[src/hdl/assert_macros.svh]
// Assertion macros used by the top level of the mode frequency tracker.
// No dependencies; include by bare file name.
`ifndef ASSERT_MACROS_SVH
`define ASSERT_MACROS_SVH

// Same-cycle implication, disabled while reset is low.
`define WMFT_ASSERT_NOW(label, clk, rst_n, ante, cons, msg) \
  label: assert property (@(posedge clk) disable iff (!(rst_n)) (ante) |-> (cons)) \
    else $error(msg);

// Next-cycle implication, disabled while reset is low.
`define WMFT_ASSERT_NEXT(label, clk, rst_n, ante, cons, msg) \
  label: assert property (@(posedge clk) disable iff (!(rst_n)) (ante) |=> (cons)) \
    else $error(msg);

`endif

[src/hdl/wmft_pkg.sv]
// Shared types and constants for the window mode frequency tracker.
// No dependencies; imported by the controller, datapath and top level.
package wmft_pkg;

  localparam int DefSymbolCount = 1024;
  localparam int DefCountLimit  = 1024;

  localparam int ModeW   = 11;
  localparam int StatusW = 2;
  localparam int SymbolW = 10;

  typedef enum logic [StatusW-1:0] {
    ST_OK     = 2'd0,
    ST_ABSENT = 2'd1,
    ST_LIMIT  = 2'd2
  } status_e;

  // Commands from the controller to the datapath.
  typedef struct packed {
    logic load;      // capture word, read symbol count
    logic clr_step;  // zero one entry of each store
    logic lookup;    // read the two histogram bins
    logic emit_ign;  // deliver an ignored result
    logic commit;    // write count, old bin and top count
    logic finish;    // write new bin, deliver ok result
  } cmd_t;

  // Status from the datapath to the controller.
  typedef struct packed {
    logic ignore;    // current word leaves the state untouched
    logic clr_last;  // clearing pass is at its last entry
  } stat_t;

endpackage

[src/hdl/wmft_ctrl.sv]
// Sequencer of the mode frequency tracker: clearing pass and item steps.
// Depends on wmft_pkg.
module wmft_ctrl (
  input  logic            clk_i,
  input  logic            rst_ni,
  input  logic            start,
  input  wmft_pkg::stat_t stat_i,
  output wmft_pkg::cmd_t  cmd_o,
  output logic            busy
);
  import wmft_pkg::*;

  typedef enum logic [4:0] {
    S_CLEAR = 5'b00001,
    S_IDLE  = 5'b00010,
    S_CNT   = 5'b00100,
    S_HIST  = 5'b01000,
    S_WRNEW = 5'b10000
  } state_e;

  state_e state_q, state_d;

  always_ff @(posedge clk_i or negedge rst_ni) begin
    if (!rst_ni) begin
      state_q <= S_CLEAR;
    end else begin
      state_q <= state_d;
    end
  end

  always_comb begin
    state_d = state_q;
    cmd_o   = '0;
    case (state_q)
      S_CLEAR: begin
        cmd_o.clr_step = 1'b1;
        if (stat_i.clr_last) begin
          state_d = S_IDLE;
        end
      end
      S_IDLE: begin
        if (start) begin
          cmd_o.load = 1'b1;
          state_d    = S_CNT;
        end
      end
      S_CNT: begin
        if (stat_i.ignore) begin
          cmd_o.emit_ign = 1'b1;
          state_d        = S_IDLE;
        end else begin
          cmd_o.lookup = 1'b1;
          state_d      = S_HIST;
        end
      end
      S_HIST: begin
        cmd_o.commit = 1'b1;
        state_d      = S_WRNEW;
      end
      S_WRNEW: begin
        cmd_o.finish = 1'b1;
        state_d      = S_IDLE;
      end
      default: begin
        state_d = S_CLEAR;
      end
    endcase
  end

  assign busy = (state_q != S_IDLE);

endmodule

[config.mk]
export PLATFORM = sky130hd
export DESIGN_NAME = wmft_ctrl
export DESIGN_NICKNAME = d
export VERILOG_FILES = /design/src/hdl/assert_macros.svh /design/src/hdl/wmft_pkg.sv /design/src/hdl/wmft_ctrl.sv
export SDC_FILE = /design/constraint.sdc
export NUM_CORES = 1
export LEC_CHECK = 0
export BUFFER_PORTS_ARGS = -buffer_cell sky130_fd_sc_hd__buf_2
export CAP_MARGIN = 20
export CORE_AREA = 8 8 45 47
export DETAILED_ROUTE_END_ITERATION = 8
export DIE_AREA = 0 0 53 55
export SLEW_MARGIN = 20
export SYNTH_ARGS = -nofsm -noshare
export SYNTH_HDL_FRONTEND = slang
export SYNTH_SLANG_ARGS = --single-unit
[constraint.sdc]
create_clock -name clk_i -period 1.2 [get_ports clk_i]
set_input_delay 0.18 -clock clk_i [delete_from_list [all_inputs] [get_ports clk_i]]
set_output_delay 0.18 -clock clk_i [all_outputs]
set_load 0.02 [all_outputs]
==> results of run 1 <==
through the flow:
step	setup slack [ps]	TNS, ps	util (%)	instance area [um2]
CTS	-283.4	-1966	47.65	659.4
detailed placement	-79.70	-314.3	36.44	504.2
global placement	-70.50	-239.0	36.44	504.2
finish	-272.1	-2127	48.37	669.4
global route	-349.0	-2792	48.37	669.4
floorplan	-53.64	-57.87	-	380.4
where the power goes:
part	switching [mW]	total [mW]	leakage, nW	internal, mW
logic	0.293	0.661	0.241	0.369
registers	0.0461	0.264	0.0617	0.218
clock network	0.0646	0.190	0.0150	0.125
total	0.404	1.12	0.318	0.712
Yosys cell counts (2+ instances only):
| cell | count | area, um2 |
|---|---|---|
| nor2_1 | 5 | 18.77 |
| dfrtp_1 | 4 | 100.1 |
| nor3_1 | 3 | 15.01 |
| and2_1 | 2 | 12.51 |
| nor2b_1 | 2 | 12.51 |
| o21ai_0 | 2 | 10.01 |
per-layer routing:
metal	track usage, %	wire, um
met5	0	0
met2	15.43	556
met3	2.941	74
met4	9.052	51
met1	8.308	464
worst max path at each step:
stage | to | slack [ps]
final | cmd_o[5] | -270
after global routing | cmd_o[5] | -350
after CTS | cmd_o[5] | -280
after detailed placement | cmd_o[5] | -80
after global placement | cmd_o[5] | -70
after floorplan | cmd_o[5] | -50
cells in the final DEF (no fill, tap or decap), drive strengths merged:
cell type    instances
and4bb               2
nor2b                2
o21ai                2
clkbuf               4
nand4b               1
nand4bb              1
dfstp                1
nand3b               2
and2                 2
nand2                1
and3b                1
buf                 25
nor3                 4
o311ai               1
and4b                1
o211ai               1
a22oi                1
nor2                 5
and3                 1
xor2                 1
dfrtp                4
dlygate4sd3          1
inv                  1
logic make-up (layout without fill, tap and decap cells):
logic type / after synthesis / after routing / share of synthesized area, %
simple gates: 23 / 23 / 46.69
xor+xnor: 1 / 1 / 2.439
compound gates: 5 / 5 / 9.410
flops: 5 / 5 / 35.19
buf+inv: 3 / 31 / 6.271
repair_timing:
action | 4_1_cts | 5_1_grt
setup buffers | 5 | 1
resized for setup | 27 | 1
setup endpoints to repair | 10 | 10
hold endpoints to repair | 5 | 0
pin swaps | 5 | 1
gates cloned | 0 | 0
hold buffers | 1 | 0
cell type report:
class / count / area, um2
flip-flops and latches: 5 / 128.9
well taps: 16 / 20.02
repair buffers: 26 / 221.5
clock buffers: 4 / 26.28
inverters: 1 / 3.754
fillers: 135 / 714.4
multi-input cells: 29 / 269.0
worst reg2reg max path: stages, from the launching register on:
cell and delay [ps]:
dfrtp_1 400, buf_6 130, nor3_4 190, nand3b_4 120, buf_4 140, buf_4 110
buf_4 140, and3_4 140
==> results.md, run 1 <==
* R2r worst-path depth at 7
* Asr flop ratio synth at 100.0%
* CP delay by family, top: flip-flops
* Post-route ant nets at 0
* Vias in the first global route at 438
* Post-synthesis sequential area ratio at 35.19%
* Max Buffers Root-to-Sink at 2
* Startpoint Class: flip-flop
* Largest net degree at the start of global routing at 8
* CP Data Required Time at 1020 ps
* Lkg Pwr at 0.3179 nW
* Clock transition at path regs at 40 ps
* Arrival time of the worst setup path at 1290 ps
* Setup crit end kind: primary output
* Run status: finished with violations
* Top reg by flops: state_q
* Share of layout cells above drive strength 1 at 66.15%
* Worst-path cell with the longest stage delay: dfrtp_1
* Number of enable flip-flop cells after synthesis at 0
* WP buf/inv at 2
* Ports at 12
* Total track usage at 9.056%
* Synth unique cells at 25
* Max FFs per register at 5
* Die area at 2915 um2
* Final period util at 122.7%
* RSZ-0062 raised after global routing: true
* Core box area at 1384 um2
* DP Cell Count at 71
* CP Cell Sequence: buf_6 > nor3_4 > nand3b_4 > nor2_4 > buf_6
* Grt total ovfl at 0
* Synthesized Nets at 42
* Vias at 391
* VDD IR-drop max at 0.0008758 V
* Min-delay src: start
* Fin Clk Skew at 0.1109 ps
* Worst-Margin Slew at 274.4 ps
* Nets@finish at 71
* H-tree depth at 1
* DRC Markers at 0
* P&R area growth vs syn at 86.41%
* Ant diodes at 0
* Ys flop type: dfrtp_1
* CP max stage delay at 400 ps
* Synth warnings at 0
* Clk_lat worst skew at 240 ps
* Final Slew Violations at 0
* Post-Syn Area at 359.1 um2
* Reg2Reg Launch Point: state_q[3]$_DFFE_PN0P_
* Max-cap violations at 0
* Initial antenna violation count at 0
* Tmin final at 1472 ps
* Crit-path max FO at 3
* Post-route insts no fill at 81
* PwrDens at 1667 nW/um2
* Hold EP: state_q[1]$_DFFE_PN0P_
* CTS Root Cell: clkbuf_4
* Critical path class: flip-flop to primary output
* DR iter-0 viols at 0
* Fmax at 679.3 MHz
* Final hold violation count at 0
* Die Y at 55 um
* Final WL at 1146 um
* Final Worst Setup Slack at -272.1 ps
* Relative slew margins at 81.67%
* Biggest regs: state_q (5)
* Hold Path Depth at 3
* Worst hold slack at 263.8 ps
* Post-Synthesis Cells at 37
* R2R Path End: state_q[0]$_DFFE_PN1P_
* Placement Rows at 14
* Via density at 4.827
* Reg-to-reg setup timing slack at -250 ps
* CTS sink count at 5
* I/O Buffers at 11
* Most numerous cell on the critical path: buf_6
* Final setup violation count at 10
* Final Power at 1.116 mW
* RePlAce Congestion at 0.7388
* First-pass GRT wire length at 1856 um
* Min-delay worst type: primary input to flip-flop
* Drt first pass iters at 1
* Routed len/inst at 14.15 um
* Detail Placement HPWL at 778.5 um
* Worst setup path start: state_q[3]$_DFFE_PN0P_
* Die W at 53 um
* Worst path depth at 5
* CTS tree: yes
* Initial core utilization at 25.95%
* Synth Register Bits at 5
* Failing checks: negative setup slack
* TritonCTS Buffers at 3
* Syn_area_per_cell at 9.705 um2
(Power assumes the default switching activity.)
==> run 2, diff against run 1 <==
CTS_BUF_LIST = sky130_fd_sc_hd__clkbuf_8   (was default)
clock period = 1.65 ns   (was 1.2 ns; I/O delays follow)
==> results.md, run 2 (synthesis results as in run 1) <==
* Final period util at 94.36%
* CTS sink count at 5 (unchanged)
* Run status: complete, no violations (was finished with violations)
* Grt total ovfl at 0 (unchanged)
* Drt first pass iters at 2 (was 1)
* Final setup violation count at 0 (was 10)
* Most frequent cells in the layout: 11 x buf_2, 5 x nor2_1, 3 x clkbuf_8 (was 12 x buf_4, 9 x buf_6, 4 x buf_2)
* Ant diodes at 0 (unchanged)
* Top reg by flops: state_q (unchanged)
* Die Y at 55 um (unchanged)
* Relative slew margins at 81.19% (was 81.67%)
* RePlAce Congestion at 0.7049 (was 0.7388)
* DR iter-0 viols at 3 (was 0)
* Met2 Usage GRT at 9.180% (was 15.43%)
* Area occupied by multi-input gates at 215.2 um2 (was 269.0 um2)
* Final Slew Violations at 0 (unchanged)
* Via density at 4.754 (was 4.827)
* Vias in the first global route at 313 (was 438)
* Final WL at 809 um (was 1146 um)
* Grt peak-use layer: met2 (unchanged)
* Post-CTS Setup Bufs at 0 (was 5)
* Commonest non-fill, non-tap cell in the layout: buf_2 (was buf_4)
* Post-route ant nets at 0 (unchanged)
* CTS tree: yes (unchanged)
* Clock transition at path regs at 40 ps (about the same)
* Dpl ws at 237.8 ps (was -79.70 ps)
* Worst-Margin Slew at 282.1 ps (was 274.4 ps)
* Final hold violation count at 0 (unchanged)
* Critical path class: flip-flop to primary output (unchanged)
* PwrDens at 1310 nW/um2 (was 1667 nW/um2)
* Min-delay worst type: primary input to flip-flop (unchanged)
* Met1 usage at 5.846% (was 8.308%)
* Clk_lat worst skew at 220 ps (was 240 ps)
* Arrival time of the worst setup path at 1310 ps (was 1290 ps)
* P&R area growth vs syn at 37.28% (was 86.41%)
* RSZ-0062 raised after global routing: false (was true)
* Ports at 12 (unchanged)
* Core box area at 1384 um2 (unchanged)
* Initial antenna violation count at 0 (unchanged)
* Fin Clk Skew at 4.960 ps (was 0.1109 ps)
* First-pass GRT wire length at 1276 um (was 1856 um)
* Startpoint Class: flip-flop (unchanged)
* Crit-path max FO at 8 (was 3)
* TritonCTS Buffers at 3 (unchanged)
* VDD IR-drop max at 0.0005800 V (was 0.0008758 V)
* Vias at 328 (was 391)
* Total of fill cells in the finished design at 142 (was 135)
* Setup crit end kind: primary output (unchanged)
* DRC Markers at 0 (unchanged)
* Placement Rows at 14 (unchanged)
* Lkg Pwr at 0.2485 nW (was 0.3179 nW)
* Worst hold slack at 279.1 ps (was 263.8 ps)
* I/O Buffers at 11 (unchanged)
* CP Data Required Time at 1400 ps (was 1020 ps)
* Fmax at 642.3 MHz
* Largest net degree at the start of global routing at 9 (was 8)
* Tmin final at 1557 ps
* M3 GR Usage at 3.743% (was 2.941%)
* Max-cap violations at 0 (unchanged)
* Routed len/inst at 11.72 um (was 14.15 um)
* Die area at 2915 um2 (unchanged)
* Total track usage at 6.092% (was 9.056%)
* Biggest regs: state_q (5) (unchanged)
* CTS Root Cell: clkbuf_8 (was clkbuf_4)
* Final Worst Setup Slack at 93.01 ps (was -272.1 ps)
* H-tree depth at 1 (unchanged)
* Fin Setup TNS at 0 ps (was -2127 ps)
* Detail Placement HPWL at 639.5 um (was 778.5 um)
* Max FFs per register at 5 (unchanged)
* Max Buffers Root-to-Sink at 2 (unchanged)
* Nets@finish at 59 (was 71)
* Initial core utilization at 25.95% (unchanged)
* Share of layout cells above drive strength 1 at 43.40% (was 66.15%)
* Die W at 53 um (unchanged)
* Register area at 128.9 um2 (unchanged)
## run 2: worst max-delay path: stages (launching register included)
cell,delay [ps]
dfrtp_2,460
nor3_4,240
nand3b_2,130
nor2_1,90
buf_2,160
## run 2: repair_timing
action / CTS / global route
resized for setup: 0 / 3
endpoints found under the hold margin: 4 / 0
hold buffers: 1 / 0
setup endpoints to repair: 0 / 4
## run 2: stage by stage
stage | utilization (%) | std cells | power [mW] | cell area [um2]
after detailed placement | 31.10 | 64 | 0.4254 | 430.4
after global routing | 35.62 | 69 | 0.6927 | 493.0
final | 35.62 | 69 | 0.6459 | 493.0
after CTS | 35.08 | 69 | 0.6426 | 485.5
after floorplan | - | 37 | 0.3615 | 359.1
after global placement | 31.10 | 64 | 0.4262 | 430.4
## run 2: worst paths after layout
kind                                             start  cells past startpoint  slack, ps                     end
min in group asynchronous                       rst_ni                      2        370  state_q[4]$_DFFE_PN0P_
worst min register to register  state_q[0]$_DFFE_PN1P_                      1        640  state_q[1]$_DFFE_PN0P_
max in group asynchronous                       rst_ni                      2       1070  state_q[0]$_DFFE_PN1P_
worst max register to register  state_q[2]$_DFFE_PN0P_                      4        480  state_q[1]$_DFFE_PN0P_
worst max-delay path            state_q[4]$_DFFE_PN0P_                      4         90                cmd_o[5]
worst min-delay path                             start                      3        280  state_q[2]$_DFFE_PN0P_
## run 2: metal layers
metal / vias up / part of all wire (%)
met1: 149 / 44
met4: 0 / 3.3
met3: 2 / 8.9
li1: 170 / -
met2: 7 / 44
met5: - / 0
## run 2: report_power, final
part / leakage (nW) / switching (mW) / internal, mW / total [mW]
logic: 0.160 / 0.115 / 0.109 / 0.224
clock network: 0.0269 / 0.0547 / 0.159 / 0.214
registers: 0.0617 / 0.0496 / 0.159 / 0.208
total: 0.249 / 0.219 / 0.427 / 0.646
## run 2: cell type report
cell class | instances | share of cell area [%]
timing repair buffer | 14 | 16.24
sequential | 5 | 26.14
clock inverter | 1 | 0.7614
clock buffer | 3 | 8.376
multi-input combinational | 29 | 43.65
tap | 16 | 4.061
inverter | 1 | 0.7614
